--- config.mk ---
export PLATFORM = sky130hd
export DESIGN_NAME = ise_merge_flat
export DESIGN_NICKNAME = d
export VERILOG_FILES = /design/src/hdl/ise_pkg.sv /design/src/hdl/ise_res_if.sv /design/src/hdl/ise_merge.sv /design/src/flat_wrapper.sv
export SDC_FILE = /design/constraint.sdc
export NUM_CORES = 1
export LEC_CHECK = 0
export ABC_AREA = 1
export BUFFER_PORTS_ARGS = -buffer_cell sky130_fd_sc_hd__buf_2
export CAP_MARGIN = 20
export CELL_PAD_IN_SITES_DETAIL_PLACEMENT = 0
export CELL_PAD_IN_SITES_GLOBAL_PLACEMENT = 1
export CORE_MARGIN = 10
export CORE_UTILIZATION = 33
export DETAILED_ROUTE_END_ITERATION = 10
export PLACE_DENSITY = 0.88
export SLEW_MARGIN = 10
export SYNTH_ARGS = -nofsm -noshare
export SYNTH_HDL_FRONTEND = slang
export SYNTH_SLANG_ARGS = --single-unit
--- constraint.sdc ---
create_clock -name clk -period 0.8 [get_ports clk]
set_input_delay 0.12 -clock clk [delete_from_list [all_inputs] [get_ports clk]]
set_output_delay 0.12 -clock clk [all_outputs]
set_load 0.005 [all_outputs]
--- src/hdl/ise_pkg.sv ---
// ise_pkg: shared constants, register codes and types for the inverted sobel edge filter
// no dependencies; compiled first

package ise_pkg;

	// frame geometry limits
	localparam int MAX_WIDTH  = 1024;
	localparam int MAX_HEIGHT = 4096;
	localparam int MIN_DIM    = 3;
	localparam int COL_W      = $clog2(MAX_WIDTH);
	localparam int ROW_W      = $clog2(MAX_HEIGHT);

	// configuration register widths and reset values
	localparam int WREG_W = 11;
	localparam int HREG_W = 13;
	localparam logic [WREG_W-1:0] WIDTH_RST  = WREG_W'(640);
	localparam logic [HREG_W-1:0] HEIGHT_RST = HREG_W'(480);

	// apb port
	localparam int ADDR_W = 3;
	localparam int DATA_W = 32;
	localparam int IDX_W  = ADDR_W - 2;
	localparam logic [IDX_W-1:0] REG_FRAME_WIDTH  = IDX_W'(0);
	localparam logic [IDX_W-1:0] REG_FRAME_HEIGHT = IDX_W'(1);

	// pixel and window
	localparam int CHAN_W = 8;
	localparam int LANES  = 3;
	localparam int PIX_W  = CHAN_W * LANES;
	localparam int WIN_N  = 9;
	localparam int HIST_N = WIN_N - 3;

	// lane arithmetic
	localparam int GRAD_W     = 11;
	localparam int SQ_W       = 21;
	localparam int SUM_W      = 22;
	localparam int RAD_W      = 2 * CHAN_W;
	localparam int ROOT_STEPS = CHAN_W;
	localparam int STEP_W     = $clog2(ROOT_STEPS);
	localparam int REM_W      = CHAN_W + 1;
	localparam int TRIAL_W    = CHAN_W + 3;
	localparam logic [CHAN_W-1:0] CHAN_MAX = '1;

	typedef logic [WIN_N-1:0][PIX_W-1:0]  pix_win_t;
	typedef logic [WIN_N-1:0][CHAN_W-1:0] chan_win_t;

	// position and tags of the centre pixel
	typedef struct packed {
		logic             hit;
		logic             last;
		logic [COL_W-1:0] col;
		logic [ROW_W-1:0] row;
	} pos_t;

	// window sequencing strobes
	typedef struct packed {
		logic accept;
		logic fetch;
	} win_ctl_t;

	// what one lane hands to the merge stage
	typedef struct packed {
		logic              done;
		logic [CHAN_W-1:0] value;
	} lane_out_t;

endpackage

--- src/hdl/ise_res_if.sv ---
// ise_res_if: valid/ready channel carrying one filtered result word
// depends on ise_pkg

interface ise_res_if;
	import ise_pkg::*;

	logic              valid;
	logic              ready;
	logic [CHAN_W-1:0] out_red;
	logic [CHAN_W-1:0] out_green;
	logic [CHAN_W-1:0] out_blue;
	logic [COL_W-1:0]  out_col;
	logic [ROW_W-1:0]  out_row;
	logic              frame_last;

	modport source (output valid, out_red, out_green, out_blue, out_col, out_row, frame_last,
		input ready);
	modport sink (input valid, out_red, out_green, out_blue, out_col, out_row, frame_last,
		output ready);
endinterface

--- src/hdl/ise_merge.sv ---
// ise_merge: joins the three lane values with the position tags into the output register
// depends on ise_pkg and ise_res_if

module ise_merge (
	input  logic               clk,
	input  logic               arst_n,
	input  logic               load,
	input  ise_pkg::lane_out_t lanes [ise_pkg::LANES],
	input  ise_pkg::pos_t      pos,
	output logic               room,
	ise_res_if.source          result
);
	import ise_pkg::*;

	logic              valid_q;
	logic [CHAN_W-1:0] red_q;
	logic [CHAN_W-1:0] green_q;
	logic [CHAN_W-1:0] blue_q;
	logic [COL_W-1:0]  col_q;
	logic [ROW_W-1:0]  row_q;
	logic              last_q;

	// output word may be replaced once taken
	assign room = !valid_q || result.ready;

	always_ff @(posedge clk or negedge arst_n) begin
		if (!arst_n) begin
			valid_q <= 1'b0;
		end else if (load) begin
			valid_q <= 1'b1;
		end else if (result.ready) begin
			valid_q <= 1'b0;
		end
	end

	// payload of the output word
	always_ff @(posedge clk) begin
		if (load) begin
			red_q   <= lanes[0].value;
			green_q <= lanes[1].value;
			blue_q  <= lanes[2].value;
			col_q   <= pos.col;
			row_q   <= pos.row;
			last_q  <= pos.last;
		end
	end

	assign result.valid      = valid_q;
	assign result.out_red    = red_q;
	assign result.out_green  = green_q;
	assign result.out_blue   = blue_q;
	assign result.out_col    = col_q;
	assign result.out_row    = row_q;
	assign result.frame_last = last_q;

	// interior centres never sit on row or column zero
	a_interior_pos: assert property (@(posedge clk) disable iff (!arst_n)
		valid_q |-> (col_q != '0 && row_q != '0))
		else $error("output word tagged with a border position");

endmodule

--- src/flat_wrapper.sv ---
// flat-port wrapper written by rule: the top's interface ports become plain ports
module ise_merge_flat import ise_pkg::*;
  (clk, arst_n, load, lanes, pos, room, result_valid, result_out_red, result_out_green, result_out_blue, result_out_col, result_out_row, result_frame_last, result_ready);
  ise_res_if result_i ();
  input  logic clk;
  input  logic arst_n;
  input  logic load;
  input  ise_pkg::lane_out_t lanes[ise_pkg::LANES];
  input  ise_pkg::pos_t pos;
  output logic room;
  output wire logic [$bits(result_i.valid)-1:0] result_valid;
  output wire logic [$bits(result_i.out_red)-1:0] result_out_red;
  output wire logic [$bits(result_i.out_green)-1:0] result_out_green;
  output wire logic [$bits(result_i.out_blue)-1:0] result_out_blue;
  output wire logic [$bits(result_i.out_col)-1:0] result_out_col;
  output wire logic [$bits(result_i.out_row)-1:0] result_out_row;
  output wire logic [$bits(result_i.frame_last)-1:0] result_frame_last;
  input wire logic [$bits(result_i.ready)-1:0] result_ready;
  assign result_valid = result_i.valid;
  assign result_out_red = result_i.out_red;
  assign result_out_green = result_i.out_green;
  assign result_out_blue = result_i.out_blue;
  assign result_out_col = result_i.out_col;
  assign result_out_row = result_i.out_row;
  assign result_frame_last = result_i.frame_last;
  assign result_i.ready = result_ready;
  ise_merge u_core (.clk(clk), .arst_n(arst_n), .load(load), .lanes(lanes), .pos(pos), .room(room), .result(result_i));
endmodule
* Yosys cells after proc, flatten, opt, wreduce, memory -nomap -nowiden
Index checks and enable logic that the tools add are counted.
Storage, ports and cells: register bits after elaboration 48, bits in latches 0, bits in writable memories 0, ROM bits 0, input bits 55, word-level logic and storage cells 12, memories kept 0
Operators by class: add/subtract/negate cells 0, multipliers 0, divide/modulo/power cells 0, magnitude comparators 0, eq/ne operators 0, shift-type cells 0, multiplexer cells 2, bitwise logic cells 0, reduce and logical (&&, ||, !) cells 3
Operator list (count):
- 2-to-1 mux 1 bit | 2
- nonzero test 2 bit | 1
- zero test 1 bit | 1
- logical OR 1 bit | 1

* Longest topological paths before layout
depth in word-level cells 2, depth in mapped cells 3

* Worst setup path after synthesis
Ideal clock, no wire load.
kind reg-to-reg, from register u_core.result.valid (netlist name), to register u_core.valid_q (netlist: u_core.result.valid), setup time 117 ps, arrival 503 ps, data required time 683 ps, path slack 181 ps, stages on the path, launching flop included 3, buffers on the path 0, clock period less this slack 619 ps, cells stage by stage dfrtp_1 nand2_2 nand2_2
RTL lines:
- end signal: assignment | line ise_merge.sv:28 | valid_q <= 1'b0;
- end signal: assignment | line ise_merge.sv:30 | valid_q <= 1'b1;
- end signal: assignment | line ise_merge.sv:32 | valid_q <= 1'b0;
- end: declaration | line ise_merge.sv:15 | logic valid_q;

* Worst setup path in the final report
from register u_core.valid_q (netlist: u_core.result.valid), to output room
Between the ends: cells in the longest elaborated chain, start to end 2
Ends and longest elaborated chain:
- zero test 1 bit | line ise_merge.sv:24 | assign room = !valid_q || result.ready;
- logical OR 1 bit | line ise_merge.sv:24
- end: declaration | line flat_wrapper.sv:10 | output logic room;
Every way passes these cells.

==> results.cfg <==
[final_layout]
nets = 261
fin_util_pct = 60.10
n_antenna_cell = 0
syn_to_final_growth_pct = 78.44
layout-drive-gt1-share_pct = 53.40

[cts]
htree_levels = 2
numCtsBuffers = 5
cts_buffer_depth = 2
worst_skew_pair.late_latency_ns = 0.29
cts.clk_slew.worst_paths_ns = 0.08
cts.sinks = 48
cts_root_buffer = clkbuf_8
cts_tree = done

[job]
maxCapViolations = 0

[synthesis]
synth_area_leaders = edfxtp_1, dfrtp_1, nand2_2
syn_area_um2 = 1456
yosysWarnings = 0
synth_cell_types = 4
synth_nets = 107
synth_top_area_share_pct = 96.91
synth_seq_cells = 48
ys_seq_area_share_pct = 98.63
syn_area_per_cell_um2 = 28.01
syn-instance-count = 52
synth_largest_area_cell = edfxtp_1

[setup_path]
end_kind = output pin
crit_type = reg2out
crit_path_max_fanout = 2
crit_required_ns = 0.68
cp.arrival_ns = 0.84
startpoint_type = flip-flop

[placement]
dpl.hpwl_um = 2976
post-place-ws_ns = 0.04017
gp_congestion = 0.6651
port_buffers = 99

[routing]
vias_per_cell = 4.217
via_count = 1088
dr.first_iter.drc_count = 33
dr.pass1.iters = 3
drc_errors = 0
wire_per_inst_um = 16.19
routed_wl_um = 4178
ant_nets = 0

[floorplanning]
start_util_pct = 33.68
chipHeight_um = 86.43
die_w_um = 86.43
dieArea_um2 = 7470
num_rows = 24
io_pins = 104
core_area_um2 = 4324

[power]
ir_drop_mv = 1.373
p_leak_nw = 1.131
p_per_area_nw_per_um2 = 1898

[global_route]
grt_pass1_wl_um = 6051
grt_pass1_vias = 1224
overflow = 0
grt_max_degree = 26
antenna_found_initial = 0
groute.usage.overall_pct = 10.45

[sta]
finalCriticalPeriod_ns = 0.9621
setup_slack_ns = -0.1621
finalSetupViolCount = 49
max-slew-margin-rel_pct = 90.94
hold_viol = 0
fmax_ghz = 1.039
drv_slew = 0
rsz0062_at_grt = true
tightest_slew_ns = 0.1360
hold_slack_ns = 0.01457
skew_ns = 0
finalCritPeriodShare_pct = 120.3

[run_status]
status = complete, but fails checks
violations = setup timing

[min_path]
holdCritPathClass = in2reg
worst paths after layout:
path / startpoint / to / slack, ns / depth (start not counted)
worst max-delay path: u_core.result.valid / room / -0.16 / 2
worst min-delay path: lanes[2] / u_core.result.out_blue[2] / 0.01 / 1
worst max register to register: u_core.result.valid / u_core.result.valid / 0.10 / 3
worst min register to register: u_core.result.valid / u_core.result.valid / 0.62 / 3
max in group asynchronous: arst_n / u_core.result.valid / 0.59 / 2
min in group asynchronous: arst_n / u_core.result.valid / 0.13 / 2
routing by layer:
metal	wire (µm)	share of wire, %	global-route usage (%)	vias to the layer above
li1	-	-	-	507
met1	1400	34	9.758	517
met2	2270	54	17.92	59
met3	466	11	6.379	5
met4	39	0.93	4.418	0
met5	0	0	0	-
through the flow:
step	cells	setup TNS [ns]	power (mW)	instance area (µm²)
3_5_place_dp	205	0	3.521	2057
4_1_cts	248	-6.136	4.961	2492
5_1_grt	258	-7.638	5.203	2599
6_report	258	-5.253	4.934	2599
2_1_floorplan	52	0	3.124	1456
3_3_place_gp	205	0	3.498	2057
power breakdown:
group	switching, mW	leakage [nW]	internal (mW)
clock network	0.706	0.0410	0.595
logic	0.231	0.619	0.381
registers	0.0452	0.471	2.98
total	0.983	1.13	3.95
state kept, by name, indices dropped and copies added, names as in the netlist:
signal	count
u_core.result.out_green	8
u_core.result.out_row	12
u_core.result.out_col	10
u_core.result.frame_last	1
u_core.result.valid	1
u_core.result.out_blue	8
u_core.result.out_red	8
synthesized netlist by cell type, drive strengths merged:
master	instances
nand2	2
dfrtp	1
inv	2
edfxtp	47
timing repair:
| item | 4_1_cts | 5_1_grt |
|---|---|---|
| endpoints found under the hold margin | 35 | 10 |
| setup buffers | 1 | 0 |
| gates cloned | 0 | 0 |
| pin swaps | 1 | 0 |
| hold buffers | 35 | 10 |
| gates resized for setup | 0 | 1 |
| endpoints found under the setup margin | 49 | 49 |
cell type report:
type                       count  area [µm²]
clock inverter                 1       5.005
fill                         347        1725
timing repair buffer         147       999.7
tap                           52       65.06
multi-input combinational      2       12.51
clock buffer                   6       72.57
sequential                    48        1436
inverter                       2       7.507
placed cells by master, fill, tap and decap left out:
cell           count
buf_12             2
nand2_2            2
edfxtp_1          47
clkbuf_8           5
dfrtp_1            1
buf_6              1
dlygate4sd3_1     45
clkbuf_1           1
buf_2             98
clkinv_2           1
buf_4              1
inv_1              2
critical path: stages (launching register included):
cell	delay, ns
dfrtp_1	0.39
nand2_2	0.07
buf_6	0.09
logic make-up (layout without fill, tap and decap cells):
group	count (synthesis)	in the layout	synth area share, %
AND/OR/NAND/NOR	2	2	0.8590
buffers and inverters	2	156	0.5157
flip-flops	48	48	98.62
Note: power is estimated with default switching activity, not from simulation.
