## config.mk

```make
export PLATFORM = sky130hd
export DESIGN_NAME = ise_lane
export DESIGN_NICKNAME = d
export VERILOG_FILES = /design/src/hdl/ise_pkg.sv /design/src/hdl/ise_lane.sv
export SDC_FILE = /design/constraint.sdc
export NUM_CORES = 1
export LEC_CHECK = 0
export BUFFER_PORTS_ARGS = -buffer_cell sky130_fd_sc_hd__buf_2
export CAP_MARGIN = 15
export CORE_MARGIN = 3
export CORE_UTILIZATION = 60
export CTS_BUF_LIST = sky130_fd_sc_hd__clkbuf_4 sky130_fd_sc_hd__clkbuf_8
export DETAILED_ROUTE_END_ITERATION = 8
export PLACE_DENSITY = 0.78
export SKIP_CTS_REPAIR_TIMING = 1
export SYNTH_ARGS = -nofsm -noshare
export SYNTH_HDL_FRONTEND = slang
export SYNTH_SLANG_ARGS = --single-unit
```

## constraint.sdc

```tcl
create_clock -name clk -period 8.4 [get_ports clk]
set_input_delay 0 -clock clk [delete_from_list [all_inputs] [get_ports clk]]
set_output_delay 0 -clock clk [all_outputs]
set_load 0.03 [all_outputs]
```

## src/hdl/ise_pkg.sv

```systemverilog
// ise_pkg: shared constants, register codes and types for the inverted sobel edge filter
// no dependencies; compiled first

package ise_pkg;

	// frame geometry limits
	localparam int MAX_WIDTH  = 1024;
	localparam int MAX_HEIGHT = 4096;
	localparam int MIN_DIM    = 3;
	localparam int COL_W      = $clog2(MAX_WIDTH);
	localparam int ROW_W      = $clog2(MAX_HEIGHT);

	// configuration register widths and reset values
	localparam int WREG_W = 11;
	localparam int HREG_W = 13;
	localparam logic [WREG_W-1:0] WIDTH_RST  = WREG_W'(640);
	localparam logic [HREG_W-1:0] HEIGHT_RST = HREG_W'(480);

	// apb port
	localparam int ADDR_W = 3;
	localparam int DATA_W = 32;
	localparam int IDX_W  = ADDR_W - 2;
	localparam logic [IDX_W-1:0] REG_FRAME_WIDTH  = IDX_W'(0);
	localparam logic [IDX_W-1:0] REG_FRAME_HEIGHT = IDX_W'(1);

	// pixel and window
	localparam int CHAN_W = 8;
	localparam int LANES  = 3;
	localparam int PIX_W  = CHAN_W * LANES;
	localparam int WIN_N  = 9;
	localparam int HIST_N = WIN_N - 3;

	// lane arithmetic
	localparam int GRAD_W     = 11;
	localparam int SQ_W       = 21;
	localparam int SUM_W      = 22;
	localparam int RAD_W      = 2 * CHAN_W;
	localparam int ROOT_STEPS = CHAN_W;
	localparam int STEP_W     = $clog2(ROOT_STEPS);
	localparam int REM_W      = CHAN_W + 1;
	localparam int TRIAL_W    = CHAN_W + 3;
	localparam logic [CHAN_W-1:0] CHAN_MAX = '1;

	typedef logic [WIN_N-1:0][PIX_W-1:0]  pix_win_t;
	typedef logic [WIN_N-1:0][CHAN_W-1:0] chan_win_t;

	// position and tags of the centre pixel
	typedef struct packed {
		logic             hit;
		logic             last;
		logic [COL_W-1:0] col;
		logic [ROW_W-1:0] row;
	} pos_t;

	// window sequencing strobes
	typedef struct packed {
		logic accept;
		logic fetch;
	} win_ctl_t;

	// what one lane hands to the merge stage
	typedef struct packed {
		logic              done;
		logic [CHAN_W-1:0] value;
	} lane_out_t;

endpackage

```

## src/hdl/ise_lane.sv

```systemverilog
// ise_lane: one color channel: sobel sums, squares and an iterative square root
// depends on ise_pkg

module ise_lane (
	input  logic               clk,
	input  logic               arst_n,
	input  logic               start,
	input  ise_pkg::chan_win_t win,
	output ise_pkg::lane_out_t res
);
	import ise_pkg::*;

	typedef enum logic [2:0] {L_IDLE, L_GRAD, L_SQR, L_SUM, L_ROOT} lane_state_t;

	lane_state_t               state_q;
	chan_win_t                 a_q;
	logic signed [GRAD_W-1:0]  gx_q;
	logic signed [GRAD_W-1:0]  gy_q;
	logic [SQ_W-1:0]           sqx_q;
	logic [SQ_W-1:0]           sqy_q;
	logic [RAD_W-1:0]          rad_q;
	logic                      sat_q;
	logic [REM_W-1:0]          rem_q;
	logic [CHAN_W-1:0]         root_q;
	logic [STEP_W-1:0]         step_q;
	logic                      done_q;
	logic [CHAN_W-1:0]         value_q;

	logic signed [GRAD_W-1:0]   e [WIN_N];
	logic signed [GRAD_W-1:0]   gx_d;
	logic signed [GRAD_W-1:0]   gy_d;
	logic signed [2*GRAD_W-1:0] prod_x;
	logic signed [2*GRAD_W-1:0] prod_y;
	logic [SUM_W-1:0]           sum_d;
	logic [TRIAL_W-1:0]         rem_sh;
	logic [TRIAL_W-1:0]         trial;
	logic [TRIAL_W-1:0]         rem_n;
	logic [CHAN_W-1:0]          root_n;

	// horizontal and vertical 1-2-1 sums
	always_comb begin
		for (int i = 0; i < WIN_N; i++) begin
			e[i] = $signed({{(GRAD_W-CHAN_W){1'b0}}, a_q[i]});
		end
		gy_d = e[0] + (e[3] <<< 1) + e[6] - e[2] - (e[5] <<< 1) - e[8];
		gx_d = e[0] + (e[1] <<< 1) + e[2] - e[6] - (e[7] <<< 1) - e[8];
	end

	// squares, one multiplier per axis
	assign prod_x = gx_q * gx_q;
	assign prod_y = gy_q * gy_q;
	assign sum_d  = SUM_W'(sqx_q) + SUM_W'(sqy_q);

	// one root bit per step: restoring shift-subtract
	always_comb begin
		rem_sh = {rem_q, rad_q[RAD_W-1 -: 2]};
		trial  = {1'b0, root_q, 2'b01};
		if (rem_sh >= trial) begin
			rem_n  = rem_sh - trial;
			root_n = {root_q[CHAN_W-2:0], 1'b1};
		end else begin
			rem_n  = rem_sh;
			root_n = {root_q[CHAN_W-2:0], 1'b0};
		end
	end

	// lane sequencer
	always_ff @(posedge clk or negedge arst_n) begin
		if (!arst_n) begin
			state_q <= L_IDLE;
			a_q     <= '0;
			gx_q    <= '0;
			gy_q    <= '0;
			sqx_q   <= '0;
			sqy_q   <= '0;
			rad_q   <= '0;
			sat_q   <= 1'b0;
			rem_q   <= '0;
			root_q  <= '0;
			step_q  <= '0;
			done_q  <= 1'b0;
			value_q <= '0;
		end else begin
			done_q <= 1'b0;
			unique case (state_q)
				L_IDLE: begin
					if (start) begin
						a_q     <= win;
						state_q <= L_GRAD;
					end
				end
				L_GRAD: begin
					gx_q    <= gx_d;
					gy_q    <= gy_d;
					state_q <= L_SQR;
				end
				L_SQR: begin
					sqx_q   <= prod_x[SQ_W-1:0];
					sqy_q   <= prod_y[SQ_W-1:0];
					state_q <= L_SUM;
				end
				L_SUM: begin
					rad_q   <= sum_d[RAD_W-1:0];
					sat_q   <= |sum_d[SUM_W-1:RAD_W];
					rem_q   <= '0;
					root_q  <= '0;
					step_q  <= STEP_W'(ROOT_STEPS - 1);
					state_q <= L_ROOT;
				end
				L_ROOT: begin
					rem_q  <= rem_n[REM_W-1:0];
					root_q <= root_n;
					rad_q  <= rad_q << 2;
					step_q <= step_q - STEP_W'(1);
					if (step_q == '0) begin
						// saturated magnitude inverts to zero
						value_q <= sat_q ? '0 : CHAN_MAX - root_n;
						done_q  <= 1'b1;
						state_q <= L_IDLE;
					end
				end
				default: state_q <= L_IDLE;
			endcase
		end
	end

	assign res.done  = done_q;
	assign res.value = value_q;

endmodule

```

Word level (Yosys, flattened, before mapping)
Index checks and enable logic that the tools add are counted.
{"block": "word_totals", "reg_bits": 177, "output_inout_bits": 9, "inputBits": 75}
{"block": "op_classes", "add_sub_neg": 14, "mul": 2, "muxes": 12, "n_reduce_logical": 7, "n_eq_ne": 6, "order_cmp": 1}
{"op": "$sub 11x9->11", "n": 4}
{"op": "$mul 11x11->21", "n": 2}
{"op": "$pmux 16 s2", "n": 1}
{"op": "$add 10x8->11", "n": 2}
{"op": "$add 21x21->22", "n": 1}
{"op": "$sub 11x10->11", "n": 2}
{"op": "$add 8x9->10", "n": 2}
{"op": "$pmux 9 s2", "n": 1}
{"op": "$pmux 8 s2", "n": 1}
{"op": "$pmux 3 s5", "n": 1}
{"op": "$ge 11x10->1", "n": 1}
{"op": "$mux 9", "n": 1}
{"op": "$sub 9x9->9", "n": 1}
{"op": "$mux 8", "n": 1}
{"op": "$sub 8x8->8 const A", "n": 1}
{"op": "$eq 3x2->1 const B", "n": 2}
{"op": "$logic_not 3->1", "n": 2}
{"op": "$mux 3", "n": 2}
{"op": "$pmux 3 s2", "n": 1}
{"op": "$reduce_and 2->1", "n": 3}
{"op": "$reduce_or 6->1", "n": 1}
{"op": "$ne 2x2->1 const B", "n": 2}
{"op": "$eq 3x1->1 const B", "n": 1}
{"op": "$eq 3x3->1 const B", "n": 1}
{"op": "other kinds (3)", "n": 5}

Logic depth before layout (Yosys ltp)
{"block": "depth", "ltp_word": 5, "mapped_depth": 22, "depth_no_buf": 21}

Worst setup path after synthesis
No wires, ideal clock.
{"block": "synth_path", "path_type": "register -> register", "start": "reg gx_q[10]", "end": "reg sqx_q[19]", "synth_period_minus_slack_ps": 5397, "arrival_ps": 5268, "stages_incl_launch_ff": 20, "setup_time_ps": 129, "path_slack_ps": 3003, "path_buffers": 1, "path_cell_list": "dfrtp_1 clkbuf_1 inv_1 nor2_1 fa_1 fa_1 fa_1 fa_1 inv_1 fa_1 inv_1 ha_1 and2_1 o21ai_0 o211ai_2 and3_4 a311o_1 a21oi_2 xor2_1 o21ai_1"}
{"block": "synth_via", "elab_chain_len": 1}
{"item": "start, declared", "line_no": "ise_lane.sv:17", "text": "logic signed [GRAD_W-1:0] gx_q;"}
{"item": "start signal, assigned", "line_no": "ise_lane.sv:93", "text": "gx_q <= gx_d;"}
{"item": "$mul 11x11->21", "line_no": "ise_lane.sv:50", "text": "assign prod_x = gx_q * gx_q;"}
{"item": "end signal, assigned", "line_no": "ise_lane.sv:98", "text": "sqx_q <= prod_x[SQ_W-1:0];"}
{"item": "end, declared", "line_no": "ise_lane.sv:19", "text": "logic [SQ_W-1:0] sqx_q;"}
No other way between the ends.
A chain may end at the register's enable or synchronous reset.

Worst setup path in the final report
Ends and elaborated chain as after synthesis.

==> out/metrics.cfg <==
[finish]
drive_above_1_share = 0.103
final_core_util = 0.677
stdcell_count = 2277
areaGrowthSynthToFinish_pct = 10.1
layout.nets = 2354
insertedDiodeCount = 0
layout_commonest_cell = inv_1
num-fill-cells = 2177
final_cell_mix = 358 x inv_1, 263 x fa_1, 180 x nand2_1

[timing]
slew_viol_final = 0
tightest_slew_ns = 0.947
timing.setup.tns_ns = 0
fin_crit_sh = 0.696
grt_setup_unrepaired = no
hold_viol = 0
slew_headroom = 0.367
max_freq_ghz = 0.171
fin_skew_ns = 0.0188
setup_violations = 0
post-route-min-period_ns = 5.84

[die]
die_w_um = 178
dieHeight_um = 178
num_rows = 62
ios = 84
core_area_um2 = 29000
die_area_um2 = 31800
start_util = 0.615

[setup_path]
reg2regPathDepth = 18
critPathMaxStageDelay_ns = 0.71
critPathLaunch = gx_q[10]$_DFFE_PN0P_
r2r_setup_slack_ns = 2.56
r2r_end = sqx_q[19]$_DFFE_PN0N_
crit_type = reg2reg
path_cells = inv_1 > nor2_1 > fa_1 > fa_1 > fa_1 > fa_1 > inv_1 > fa_1 > inv_1 > ha_1 > and2_1 > o21ai_0 > o211ai_2 > and3_4 > a311o_1 > a21oi_2 > xor2_1 > o21ai_1
end_kind = flop
crit_slowest_cell = dfrtp_1
timing.critical_path.to = sqx_q[19]$_DFFE_PN0N_
cp_max_fo = 16
timing.rr.start = gx_q[10]$_DFFE_PN0P_
start_kind = flop
cpMostUsedCell = fa_1
crit_arrival_ns = 6.19
worstPathRequired_ns = 8.75

[synth]
ys_dominant_reg_cell = dfrtp_1
synth_area_leader_cell = fa_1
synthesis.area_um2 = 17800
synth_area_leaders = fa_1 30%, dfrtp_1 25%, ha_1 9.5%
avgSynthCellArea_um2 = 10.1
yosysWarnings = 0
synthDistinctLibCells = 63
seq_area_frac_synth = 0.245
synth_edf_count = 0
async_reset_ff_frac = 1.00
synth_cells = 1774
yosysTopAreaCellShare = 0.295
synth_fp_nets = 2248
synth_seq_cells = 175

[drt]
drt_iter0_drc = 634
first_pass_iters = 6
viasPerCell = 5.43
ant_nets = 0
avgRoutedWirePerCell_um = 16.6
drc_errors = 0
postRouteWirelength_mm = 37.8
vias = 12362

[cts]
h-tree-depth = 4
cts_made_buffers = 17
cts.reportedPaths.clkPinSlew_ns = 0.10
cts_tree = done
cts_sinks = 175
clockBufferDepth = 2
root_buffer = clkbuf_8
clock_latency_ns = 0.49

[flow_run]
drv_cap = 0

[run_status]
status = complete, no violations

[grt]
grt_overflow_total = 0
grt_max_degree = 84
grt_pass1_vias = 13176
grt_pass1_wl_mm = 61.3
track_usage = 0.240
antenna_found_initial = 0

[place]
dp_hpwl_mm = 28.4
gp_congestion = 0.842
dp.cells = 2178
port_buffers = 75

[hold_path]
hold_path.class = in2async

-- metal layers --
layer	GRT usage	wire, µm
met5	0	0
met4	0.0711	1110
met3	0.0553	1400
met2	0.434	20300
met1	0.285	15000
-- critical path: cells and delay by family, from the launching register on --
kind            cells  cell delay, ns
simple gates        3            0.57
xor+xnor            1            0.15
buf+inv             3            0.39
flops               1            0.71
fa+ha+maj           6            2.89
compound gates      5            0.97
-- cell families (layout without fill, tap and decap cells) --
family | Yosys count | in the layout | share of synthesized area
AOI/OAI and AO/OA | 254 | 254 | 0.0947
xor gates and xnor gates | 73 | 73 | 0.0358
adders and majority gates | 399 | 399 | 0.390
buffers and inverters | 419 | 538 | 0.0888
DFF | 175 | 175 | 0.245
muxes | 70 | 70 | 0.0433
and+or+nand+nor | 384 | 384 | 0.101
-- sequential cells by signal, indices dropped and copies added (netlist names), 3 cells and up --
register  flops
sqx_q        20
step_q        3
gy_q         11
sqy_q        20
gx_q         11
rad_q        16
root_q        8
rem_q         9
state_q       3
value_q       8
a_q          64
-- final cells by class --
cell class,count,area (µm²),share of cell area
tap,384,480,0.0245
multi-input combinational,1180,11900,0.605
sequential,175,4380,0.223
inverter,358,1340,0.0684
clock inverter,12,171,0.00873
clock buffer,20,269,0.0137
timing repair buffer,148,1110,0.0567
-- worst min path at each step --
stage | slack [ns] | end | cells after the start
detailed placement | -0.02 | rad_q[2]$_DFFE_PN0P_ | 1
global route | 0.05 | rem_q[7]$_DFFE_PN0P_ | 2
CTS | -0.56 | value_q[6]$_DFFE_PN0P_ | 1
finish | 0.03 | sqx_q[6]$_DFFE_PN0N_ | 2
global placement | -0.03 | sqx_q[6]$_DFFE_PN0N_ | 1
floorplan | -0.30 | a_q[0]$_DFFE_PN0P_ | 0
-- stage by stage --
| step | hold WS (ns) | setup WS, ns | cell area (µm²) |
|---|---|---|---|
| after global placement | -0.0295 | 2.65 | 18500 |
| after global routing | 0.0452 | 2.16 | 19600 |
| after detailed placement | -0.0222 | 2.60 | 18500 |
| after CTS | -0.555 | 2.56 | 19000 |
| after floorplan | -0.296 | 3.00 | 17800 |
| final | 0.0252 | 2.56 | 19600 |
-- cells in the mapped netlist, types with 5 or more instances --
cell      number
nor2_1        57
dfrtp_1      175
clkbuf_1      54
xor2_1        29
mux2i_1       12
nand2b_1      14
and3_1         5
o21ai_0       87
a31oi_1        8
xnor2_1       44
a211oi_1       8
o22ai_1        9
fa_1         263
nor3_1        16
mux2_2        58
o21a_1        15
nand3_1       10
or2_2          5
o31ai_1       22
inv_1        358
ha_1         136
a21o_1        14
and2_1        57
nand2_1      181
a22oi_1       14
a21oi_1       34
nor2b_1       17
Power is left out: the tool's default activity adds up to more than one toggle a clock period on the data nets, which glitch-free logic cannot reach.
